### config.mk
export PLATFORM = sky130hd
export DESIGN_NAME = clne_ram
export DESIGN_NICKNAME = d
export VERILOG_FILES = /design/src/clne_ram.sv
export SDC_FILE = /design/constraint.sdc
export NUM_CORES = 1
export LEC_CHECK = 0
export ABC_AREA = 0
export BUFFER_PORTS_ARGS = -buffer_cell sky130_fd_sc_hd__buf_2
export CORE_MARGIN = 2
export CORE_UTILIZATION = 40
export DETAILED_ROUTE_END_ITERATION = 6
export SLEW_MARGIN = 0
export SYNTH_ARGS = -nofsm -noshare
export SYNTH_HDL_FRONTEND = slang
export SYNTH_SLANG_ARGS = --single-unit
### constraint.sdc
create_clock -name clock -period 2.7 [get_ports clock]
set_clock_uncertainty 0.05 [all_clocks]
set_input_delay 0.135 -clock clock [delete_from_list [all_inputs] [get_ports clock]]
set_output_delay 0.135 -clock clock [all_outputs]
set_load 0.05 [all_outputs]
### src/clne_ram.sv
// Generic single-port synchronous RAM with registered read.
`timescale 1ns / 1ps

module clne_ram #(
   parameter int WIDTH = 8,
   parameter int DEPTH = 16
) (
   input  logic                       clock,
   input  logic                       we,
   input  logic [$clog2(DEPTH)-1:0]   addr,
   input  logic [WIDTH-1:0]           wdata,
   output logic [WIDTH-1:0]           rdata
);

   logic [WIDTH-1:0] mem_ff [DEPTH];
   logic [WIDTH-1:0] rdata_ff;

   always_ff @(posedge clock) begin
      if (we) begin
         mem_ff[addr] <= wdata;
      end else begin
         rdata_ff <= mem_ff[addr];
      end
   end

   assign rdata = rdata_ff;

endmodule

==> results of run 1 <==
path summary, 6_finish.rpt:
check | startpoint | end | slack (ns) | depth (start not counted)
worst min register to register | mem_ff[12][1] | rdata[1] | 0.70 | 3
worst max register to register | mem_ff[11][7] | rdata[7] | 1.18 | 3
worst max-delay path | addr[1] | rdata[7] | 1.04 | 5
worst min-delay path | wdata[5] | mem_ff[1][5] | 0.07 | 1
routing by layer:
| metal | up-vias | routed length, µm | global-route usage |
|---|---|---|---|
| li1 | 1077 | - | - |
| met1 | 1248 | 4315 | 0.1940 |
| met2 | 64 | 5021 | 0.2504 |
| met3 | 9 | 370 | 0.04021 |
| met4 | 0 | 118 | 0.06401 |
| met5 | - | 0 | 0 |
flip-flops by register name, indices dropped and copies added, names as in the netlist:
name / count
rdata: 8
mem_ff: 128
stage by stage:
step / utilization / area, µm² / hold WS (ns)
global placement: 0.4433 / 5572 / 0.4741
CTS: 0.4919 / 6182 / 0.05612
detailed placement: 0.4433 / 5572 / 0.4852
global route: 0.4919 / 6182 / 0.06273
floorplan: - / 5149 / 0.1839
finish: 0.4919 / 6182 / 0.06531
power by group through the flow:
stage / Clock (mW) / Sequential (mW) / Combinational (mW)
6_report: 2.34 / 2.39 / 0.251
5_1_grt: 2.46 / 2.40 / 0.272
4_1_cts: 2.38 / 2.39 / 0.255
3_5_place_dp: 0 / 2.44 / 0.253
3_3_place_gp: 0 / 2.44 / 0.249
2_1_floorplan: 0 / 2.47 / 0.123
worst register-to-register path, cell delays in order, from the launching register on:
cell                       delay [ns]
sky130_fd_sc_hd__edfxtp_1        0.37
sky130_fd_sc_hd__mux4_2          0.48
sky130_fd_sc_hd__a22oi_1         0.26
sky130_fd_sc_hd__nand2_1         0.11
cells by family (layout without fill, tap and decap cells):
family	after synthesis	count (layout)	synth area share
buffers and inverters	12	74	0.01239
muxes	32	32	0.1400
and+or+nand+nor	35	35	0.03111
DFF	136	136	0.7932
AOI/OAI and AO/OA	16	16	0.02333
layout make-up:
class	instances	area share
timing repair buffer	41	0.04331
multi-input combinational	83	0.1619
inverter	1	0.0006072
clock inverter	14	0.02935
tap	172	0.03481
sequential	136	0.6606
clock buffer	18	0.06942
cells in the final DEF, fill, tap and decap left out, drive strengths merged:
| cell type | instances |
|---|---|
| nand2b | 2 |
| nand3 | 1 |
| a22oi | 16 |
| edfxtp | 136 |
| clkinvlp | 3 |
| nor2b | 2 |
| or3 | 1 |
| nand3b | 2 |
| inv | 1 |
| and2 | 1 |
| clkinv | 7 |
| mux4 | 32 |
| nor3 | 4 |
| clkbuf | 18 |
| buf | 41 |
| nand2 | 9 |
| nor2 | 13 |
| bufinv | 4 |
==> results.txt, run 1 <==
Number of ports placed on the die boundary: 22. Setup violations remaining at the end of the flow were counted as 0. The filler cell count was 1016; the normalized max-slew margin was 0.4288. At the worst endpoint, the arrival time is 1.76 ns.

The average footprint of a synthesized cell is 22.29 µm², and the number of antenna repair diodes is 0. The global placement routability congestion is 0.7341, and the setup slack after placement is 0.5872 ns. In the synthesized netlist, the number of instances is 231. The sequential area share after synthesis was 0.7932. The switching portion of total power was 0.1972; the routed wire length was 9826 µm. TritonCTS built the clock tree. In the post-route analysis, the smallest setup slack over all paths is 1.037 ns. The share of async-settable or async-resettable flops after synthesis is 0, and the power per cell area is 806.6 nW/µm².

Top-area cell type share of the netlist area: 0.7932. The die footprint was 13800 µm². The number of cells upsized or downsized after cts was 0; the number of sinks on the clock net was 136. The tightest min-delay check is of the primary input to register type. The mean routed wirelength per cell was 21.13 µm.

Net count after synthesis: 245. For this run, the slowest stage of the critical path takes 0.56 ns. The number of hold-repair buffers added at the cts stage was 0; the total negative slack for setup checks was 0 ns.

The relative area change from synthesis to final layout works out to 20.07%. Setup repair after global routing left no endpoint under its margin. The combinational cell fraction of total power was 0.050. The type of destination of the critical path was a register.

For the total via count in the routed design, the log shows 2398. The sequential standard cell area was 4084 µm². In the synthesized netlist the dominant register cell turns out to be sky130_fd_sc_hd__edfxtp_1. Clock-pin slew was measured on the worst setup and hold paths at 0.05 ns.

In this run the tool buffered the top-level ports with 21 buffer cells. Across the VDD grid, the largest voltage drop is 0.4505 mV. In this run the remaining antenna-violating nets after routing total 0. The cell area that synthesis handed to floorplanning was 5149 µm².

After the first detailed-routing iteration, the DRC count stood at 183. For the pin with the worst max-slew slack, the measured transition is 0.8503 ns. The share of final-layout standard cells stronger than drive strength 1 works out to 0.3447. The most frequently used cell type in the post-synthesis netlist was sky130_fd_sc_hd__edfxtp_1. The tools report the area of the multi-input gates as 1001 µm². Launching element type of the critical path: a primary input. The tools report the effective utilization at floorplan as 0.4097. Clock tree synthesis selected as its root buffer the cell sky130_fd_sc_hd__clkbuf_16. By count the netlist is led by sky130_fd_sc_hd__edfxtp_1, sky130_fd_sc_hd__mux4_2, sky130_fd_sc_hd__a22oi_1. The setup path with the least slack is of type primary input to register.

After clock tree synthesis, the setup repair step added 0 buffers. Using the TritonRoute via totals, the vias-per-cell ratio works out to 5.157. The number of global-route vias before repair was 2577.

The portion of total power attributed to the clock network was 0.470; the total instance count after detailed placement was 433. Yosys mapped the design onto 18 distinct sky130hd cell types. For the standard-cell row count, the log shows 41. The internal power of the cells totals 4.003 mW. Summed over all nets, the switching power comes to 0.9834 mW. TritonCTS created 17 clock buffers. The chip width came out at 117.5 µm. The maximum fanout along the worst path was 30. The remaining global-route overflow was 0. The first global-routing pass estimated 15310 µm of wire. After detailed routing, the number of remaining DRC violations is 0. The tools report the number of hold violations in the final report as 0. The cell at the slowest stage of the critical path was sky130_fd_sc_hd__buf_2. The detailed-routing iteration count for the pre-antenna-repair pass is 4. The number of antenna violations at the first check in global routing came out at 0. By area the synthesized netlist is led by sky130_fd_sc_hd__edfxtp_1, sky130_fd_sc_hd__mux4_2, sky130_fd_sc_hd__a22oi_1. The height of the chip is 117.5 µm, and the flip-flop and latch count after synthesis is 136.

The overall routing resource usage is 0.1526, and the portion of total power attributed to sequential cells is 0.480. The analysis attributes to cell leakage a power of 2.032 nW. The H-tree depth reported by CTS is 4, and the number of synthesized flops with an enable pin is 136.

The dominant cell type by area after synthesis is sky130_fd_sc_hd__edfxtp_1. Entering global routing, the biggest net connects 31 pins. The clock reaches the later pin of the worst-skew pair after 0.41 ns.

The wire-length estimate of the detail-placed layout is 6368 µm. For the number of slew-limit violations in the final report, the log shows 0. Across the run, the number of max-cap violations was 0. The smallest clock period supported by the final layout is computed as 1.663 ns. Post-route fraction of the period consumed by the critical path: 0.6160.

Grouping stages by cell kind, the critical path spends the most delay in buffers and inverters. The flow ran to the end, and the final reports show no timing, DRC or antenna violations. The logs give 465 for the final non-filler cell total and 4.986 mW for the total power.

The number of buffer and inverter instances along the worst setup path was 2; the count of synthesis-stage warnings from yosys was 0. The tools report the required time reported for the critical path endpoint as 2.79 ns. The maximum clock rate came out at 0.6013 GHz. The signal on the critical path passes through buf_2, buf_4, mux4_2, a22oi_1, nand2_1. The floorplan step defined a core boundary enclosing 12570 µm².

The longest clock path from root to sink contains 2 buffers. The number of nets in the layout was 294.
No activity file was read; power rests on OpenSTA's default activity.
==> run 2, diff against run 1 <==
==> constraint.sdc (replaced) <==
create_clock -name clock -period 1.61 [get_ports clock]
set_clock_uncertainty 0.05 [all_clocks]
set_input_delay 0.0805 -clock clock [delete_from_list [all_inputs] [get_ports clock]]
set_output_delay 0.0805 -clock clock [all_outputs]
set_load 0.05 [all_outputs]
==> results.txt, run 2 (synthesis gave the netlist of run 1 again) <==
The tools report the static leakage as 2.133 nW (+4.9%). Setup repair after global routing left no endpoint under its margin. The global-route wire length before repair is 15230 µm (-0.54%), and the area of the multi-input gates is 1016 µm² (+1.5%).

The total negative slack for setup checks is 0 ns (unchanged). The run gives 9653 µm (-1.8%) as the routed wire length. The first-iteration detailed-routing DRC count is 135 (-26%). The number of nets in the layout is 308 (+4.8%), and the mean routed wirelength per cell is 20.15 µm (-4.6%).

The area growth from synthesis to layout is 23.35%. For the peak supply drop, the log shows 0.8878 mV (+97%). Share of final-layout standard cells stronger than drive strength 1: 0.3779 (+0.03314). The number of port buffers works out to 21 (unchanged). The number of flip-flops under the largest register name was 128 (unchanged). The final-layout worst hold slack is 0.02292 ns (-0.04239 ns).

The number of violations of the max-capacitance limit is 0 (unchanged). The library cell used most frequently in the layout, excluding fill and tap cells, is sky130_fd_sc_hd__edfxtp_1. The tools report the global placement routability congestion as 0.7399 (+0.79%). The filler cell count was 985 (-3.1%); the number of sinks on the clock net was 136 (unchanged).

The via count normalized by instance count was 5.098 (-1.1%); the pin count of the biggest net entering global routing was 18 (-42%). The height of the chip was 117.5 µm (unchanged); the chip width was 117.5 µm (unchanged). The count of endpoints failing setup in the final report was 0 (unchanged); the total via count in the routed design was 2442 (+1.8%). Number of antenna violations at the first check in global routing: 0 (unchanged). The flow ran to the end, and the final reports show no timing, DRC or antenna violations. Class of the most critical hold timing path: primary input to register. The HPWL after detailed placement was 6263 µm (-1.6%); the remaining number of nets flagged by the antenna check after routing was 0 (unchanged).

The overall routing resource usage is 0.1519 (-0.0007617), and the worst-skew pair later-pin latency is 0.40 ns (about the same). The tools report the die footprint as 13800 µm² (unchanged). The H-tree depth reported by CTS is 4 (unchanged), and the number of global-route vias before repair is 2583 (+0.23%). The CTS buffer count was 17 (unchanged). The post-route fraction of the period consumed by the critical path was 0.9737. The number of hold violations in the final report is 0 (unchanged).

The normalized max-slew margin was 0.4554 (+0.02655); the maximum clock rate was 0.6379 GHz. The required time reported for the critical path endpoint is 1.70 ns (-1.09 ns). The remaining routing DRC violations is 0 (unchanged). The number of antenna repair diodes was 0 (unchanged). The core region area is 12570 µm² (unchanged), and the maximum fanout along the worst path is 1 (-97%).

The logs give 41 (unchanged) for the standard-cell row count and 0.5053 (+0.01344) for the core utilization of the finished layout. The kind of critical path is register to register. The register name with the most flops is mem_ff. TritonCTS built the clock tree.

The total instance count after detailed placement was 446 (+3.0%). The clock tree buffer depth is 2 (unchanged). The launching element type of the critical path is a register.

The number of slew-limit violations in the final report is 0 (unchanged). The effective utilization at floorplan came out at 0.4097 (unchanged). The power per cell area works out to 1316 nW/µm² (+63%). The number of ports placed on the die boundary is 22 (unchanged). For the arrival time at the worst endpoint, the log shows 1.66 ns (-0.10 ns). The sequential standard cell area came out at 4084 µm² (unchanged). The library cells used most frequently in the layout, excluding fill and tap cells, are sky130_fd_sc_hd__edfxtp_1, sky130_fd_sc_hd__mux4_2, sky130_fd_sc_hd__buf_4, sky130_fd_sc_hd__buf_2, sky130_fd_sc_hd__clkbuf_16. The register clock-pin slew on the reported worst setup and hold paths is 0.06 ns (about the same), and the final critical-path required period is 1.568 ns. The detailed-routing iteration count for the pre-antenna-repair pass was 4 (unchanged); the slew at the pin closest to its max-slew limit was 0.8153 ns (-0.03497 ns). The tools report the buffer type at the clock tree root as sky130_fd_sc_hd__clkbuf_16.

The logs give 479 (+3.0%) for the final non-filler cell total and 0 (unchanged) for the remaining global-route overflow. STA classifies the critical path endpoint as a register.
## run 2: final cells by class
cell class / instances / share of cell area
clock buffers: 21 / 0.06935
clock inverters: 11 / 0.02423
inverters: 1 / 0.0005910
multi-input cells: 83 / 0.1600
flip-flops and latches: 136 / 0.6430
well taps: 172 / 0.03388
repair buffers: 55 / 0.06895
## run 2: what timing repair did
action                                  CTS  global route
resized for setup                         0             2
setup buffers                             0             0
hold buffers                              1             0
endpoints found under the hold margin     4             0
endpoints found under the setup margin    0             2
## run 2: critical path, cell delays in order, from the launching register on
cell	delay [ns]
sky130_fd_sc_hd__edfxtp_1	0.35
sky130_fd_sc_hd__mux4_2	0.48
sky130_fd_sc_hd__a22oi_1	0.33
sky130_fd_sc_hd__nand2_1	0.10
## run 2: worst paths after layout
kind / startpoint / to / slack (ns) / cells after the start
setup / recovery: mem_ff[3][7] / rdata[7] / 0.04 / 3
hold reg to reg: mem_ff[12][1] / rdata[1] / 0.70 / 3
setup reg to reg: mem_ff[3][7] / rdata[7] / 0.04 / 3
hold / removal: wdata[0] / mem_ff[14][0] / 0.02 / 1
## run 2: power by group
group / switching [mW] / internal, mW / leakage, nW / total [mW]
logic: 0.279 / 0.190 / 0.601 / 0.469
clock network: 1.31 / 2.57 / 0.296 / 3.87
registers: 0.0194 / 3.99 / 1.24 / 4.01
total: 1.61 / 6.75 / 2.13 / 8.35
## run 2: metal layers
| layer | wire length, µm | share of wire | track usage |
|---|---|---|---|
| met4 | 51 | 0.0053 | 0.05648 |
| met5 | 0 | 0 | 0 |
| met2 | 4808 | 0.50 | 0.2405 |
| met3 | 430 | 0.045 | 0.04070 |
| met1 | 4363 | 0.45 | 0.2037 |
## run 2: per-stage QoR
stage | total power, mW | cell area, µm² | setup WS, ns
2_1_floorplan | 4.348 | 5154 | 0.04139
3_3_place_gp | 4.544 | 5737 | -0.1764
3_5_place_dp | 4.553 | 5737 | -0.2038
4_1_cts | 8.430 | 6341 | 0.003489
5_1_grt | 8.614 | 6351 | 0.0003122
6_report | 8.355 | 6351 | 0.04230
==> run 3, diff against run 2 <==
--- a/config.mk
+++ b/config.mk
@@ -5,7 +5,7 @@
 export SDC_FILE = /design/constraint.sdc
 export NUM_CORES = 1
 export LEC_CHECK = 0
-export ABC_AREA = 0
+export ABC_AREA = 1
 export BUFFER_PORTS_ARGS = -buffer_cell sky130_fd_sc_hd__buf_2
 export CORE_MARGIN = 2
 export CORE_UTILIZATION = 40
==> results.txt, run 3 <==
The number of buffer and inverter instances along the worst setup path is 1 (+1). Register clock-pin slew on the reported worst setup and hold paths: 0.05 ns (about the same). For the HPWL after detailed placement, the log shows 8094 µm (+29%).

The area growth from synthesis to layout is 17.63%. The post-route fraction of the period consumed by the critical path was 0.7435 (-0.2302); the met2 layer wire length in the routed design was 5838 µm (+21%). The switching portion of total power came out at 0.2129 (+0.02079).

The first-iteration detailed-routing DRC count was 269 (+99%). After synthesis, the largest family of logic cells by area is simple AND/OR/NAND/NOR gates. Sorting the synthesized cells by area gives the leading types as sky130_fd_sc_hd__edfxtp_1, sky130_fd_sc_hd__nand2_1, sky130_fd_sc_hd__inv_1. The tools report the routed wire length as 12350 µm (+28%). The peak supply drop was 1.221 mV (+38%); the multiplexer fraction of the synthesized cell area was 0 (-0.1400). The startpoint identified for the worst hold timing path is wdata[7]. Traced cell by cell, the critical path runs through nand2_1, nand2_1, nand2_1, nand2_1, nand2_1, nand2_1, inv_1, nand2_1.

The total negative slack for setup checks was 0 ns (unchanged); the H-tree depth reported by CTS was 4 (unchanged). The core region area is 13880 µm² (+10%). For the arrival time at the worst endpoint, the log shows 1.31 ns (-0.35 ns).

The net count after synthesis is 563 (+130%), and the share of final-layout standard cells stronger than drive strength 1 is 0.1236 (-0.2543). The maximum clock rate was 0.8354 GHz (+31%); the remaining number of nets flagged by the antenna check after routing was 0 (unchanged). Number of cells upsized or downsized after cts: 0 (unchanged). The standard-cell row count is 43 (+4.9%). Global-route wire length before repair: 19360 µm (+27%). The area of the mapped netlist was 5677 µm² (+10%).

For this run, the leading register cell type out of synthesis is sky130_fd_sc_hd__edfxtp_1. The tightest min-delay check is of the primary input to register type. The logs give 3721 (+44%) for the number of global-route vias before repair and 6.514 mW (-3.5%) for the design internal power. By instance count, the cell type seen most on the critical path is sky130_fd_sc_hd__nand2_1.

The run gives 0.7220 (+0.2666) as the normalized max-slew margin. The buffer type at the clock tree root is sky130_fd_sc_hd__clkbuf_16. STA classifies the critical path startpoint as a register. For the count of endpoints failing setup in the final report, the log shows 0 (unchanged). The most common cell in the synthesized netlist is sky130_fd_sc_hd__nand2_1. The synthesized-area fraction occupied by ao, oa, aoi and oai cells was 0 (-0.02333). The fraction of the mapped netlist area in adder cells works out to 0 (unchanged). The simple-gate share of the synthesized area was 0.2442 (+0.2131); the slew at the pin closest to its max-slew limit was 0.4170 ns (-0.3983 ns).

Average footprint of a synthesized cell: 10.34 µm² (-54%). For the number of antenna violations at the first check in global routing, the log shows 0 (unchanged). Setup repair after global routing left no endpoint under its margin. The mean routed wirelength per cell works out to 15.69 µm (-22%). For the combinational cell fraction of total power, the log shows 0.065 (+0.009). The power per cell area came out at 1239 nW/µm² (-5.8%). The portion of total power attributed to sequential cells is 0.485 (+0.005). The flow ran to the end, and the final reports show no timing, DRC or antenna violations.

The number of nets in the layout came out at 610 (+98%). The pin count of the biggest net entering global routing is 43 (+25). The tools report the number of antenna repair diodes as 0 (unchanged). The chip width is 123.1 µm (+4.8%). The sequential area share after synthesis is 0.7194 (-0.07378), and the biggest cell delay along the critical path is 0.35 ns (-0.13 ns). For the synthesized instance count, the log shows 549 (+140%). The CTS buffer count is 17 (unchanged). For the total power, the log shows 8.276 mW (-0.95%). The critical path starts at mem_ff[1][5]. The worst-skew pair later-pin latency came out at 0.42 ns (+0.02 ns). The final design instance area without fill is 6678 µm² (+5.1%).

TritonCTS built the clock tree. In this design, the largest share of critical-path delay is due to simple AND/OR/NAND/NOR gates. The number of flip-flops under the largest register name works out to 128 (unchanged).

The top-area cell type share of the netlist area was 0.7194 (-0.07378); the share of async-settable or async-resettable flops after synthesis was 0 (unchanged). The logs give 1.72 ns (+0.02 ns) for the required time reported for the critical path endpoint and 2.865 nW (+34%) for the static leakage. The flip-flop and latch count after synthesis was 136 (unchanged); the portion of total power attributed to the clock network was 0.450 (-0.014). For the number of slew-limit violations in the final report, the log shows 0 (unchanged). The height of the chip came out at 123.1 µm (+4.8%). In the layout the commonest cells are sky130_fd_sc_hd__nand2_1, sky130_fd_sc_hd__edfxtp_1, sky130_fd_sc_hd__buf_4, sky130_fd_sc_hd__inv_1, sky130_fd_sc_hd__buf_2. The number of ports placed on the die boundary is 22 (unchanged). The worst register-to-register path begins at mem_ff[1][5]. The maximum fanout along the worst path is 1 (unchanged). The effective utilization at floorplan is 0.4090 (-0.0006968), and the detailed-routing iteration count for the pre-antenna-repair pass is 4 (unchanged).

The via count normalized by instance count works out to 4.677 (-8.3%). The dominant cell type by area after synthesis was sky130_fd_sc_hd__edfxtp_1. Number of hold violations in the final report: 0 (unchanged). The overall routing resource usage came out at 0.1801 (+0.02821). The remaining routing DRC violations was 0 (unchanged). The count of synthesis-stage warnings from yosys is 0 (unchanged). The number of sinks on the clock net came out at 136 (unchanged). The tools report the remaining global-route overflow as 0 (unchanged).

For the met1 layer wirelength in the final routing, the log shows 5499 µm (+26%). Cell at the slowest stage of the critical path: sky130_fd_sc_hd__edfxtp_1. The met3 layer wire length in the routed design was 723 µm (+68%); the total net switching power was 1.762 mW (+9.8%).

The fraction of synthesized cell area in xor and xnor cells is 0 (unchanged). The register with the most flip-flops in the final layout is mem_ff. The type of destination of the critical path was a register. The tools report the number of library cell types mapped by synthesis as 10 (-8). Top layer used by detailed routing: met4. The total via count in the routed design was 3681 (+51%). The library cell used most frequently in the layout, excluding fill and tap cells, is sky130_fd_sc_hd__nand2_1. The number of port buffers came out at 21 (unchanged). The tools report the die footprint as 15160 µm² (+9.9%).

The final critical-path required period is 1.197 ns (-0.3706 ns), and the number of hold-repair buffers added at the cts stage is 0 (-1). The logs give 6113 µm² (+6.6%) for the placed instance area and 0 (unchanged) for the number of buffers inserted by post-CTS setup repair. The number of synthesized flops with an enable pin is 136 (unchanged), and the number of violations of the max-capacitance limit is 0 (unchanged). By count the netlist is led by sky130_fd_sc_hd__nand2_1, sky130_fd_sc_hd__edfxtp_1, sky130_fd_sc_hd__inv_1. The global placement routability congestion was 0.8438 (+14%). Clock tree buffer depth: 2 (unchanged). The kind of critical path is register to register.
-- run 3: worst register-to-register path: cells and delay by family (launching register included) --
kind	cells	cell delay, ns
buffers and inverters	1	0.10
flip-flops	1	0.35
AND/OR/NAND/NOR	7	0.44
-- run 3: layout make-up --
type | instances | area (µm²)
repair buffers | 49 | 327.8
clock buffers | 18 | 429.2
flip-flops and latches | 136 | 4084
well taps | 180 | 225.2
inverters | 24 | 90.09
fillers | 1293 | 7203
multi-input cells | 368 | 1386
clock inverters | 12 | 135.1
-- run 3: power groups by stage --
stage,registers [mW],logic [mW],clock network [mW]
2_1_floorplan,4.14,0.276,0
3_3_place_gp,4.09,0.541,0
3_5_place_dp,4.09,0.546,0
4_1_cts,4.01,0.548,3.77
5_1_grt,4.02,0.607,3.93
6_report,4.01,0.540,3.72
-- run 3: final timing paths --
path                  end  slack, ns  cells past startpoint
max              rdata[5]       0.41                      8
min          mem_ff[2][7]       0.05                      1
max reg2reg      rdata[5]       0.41                      8
min reg2reg      rdata[1]       0.73                      8
-- run 3: cells by family (layout without fill, tap and decap cells) --
family / count (synthesis) / after routing
buf+inv: 45 / 103
flops: 136 / 136
simple gates: 368 / 368
-- run 3: stage by stage --
step                instances  hold WS [ns]  setup WS (ns)  utilization
global route              787       0.04947         0.3248       0.4811
floorplan                 549        0.1294         0.1023            -
CTS                       787       0.04700         0.4035       0.4811
finish                    787       0.04564         0.4129       0.4811
global placement          757        0.4838         0.1978       0.4404
detailed placement        757        0.4892         0.1885       0.4404
-- run 3: metal layers --
| layer | GRT usage | vias to the layer above |
|---|---|---|
| met2 | 0.2819 | 98 |
| met3 | 0.05581 | 23 |
| met1 | 0.2283 | 1705 |
| met5 | 0 | - |
| li1 | - | 1855 |
| met4 | 0.08594 | 0 |
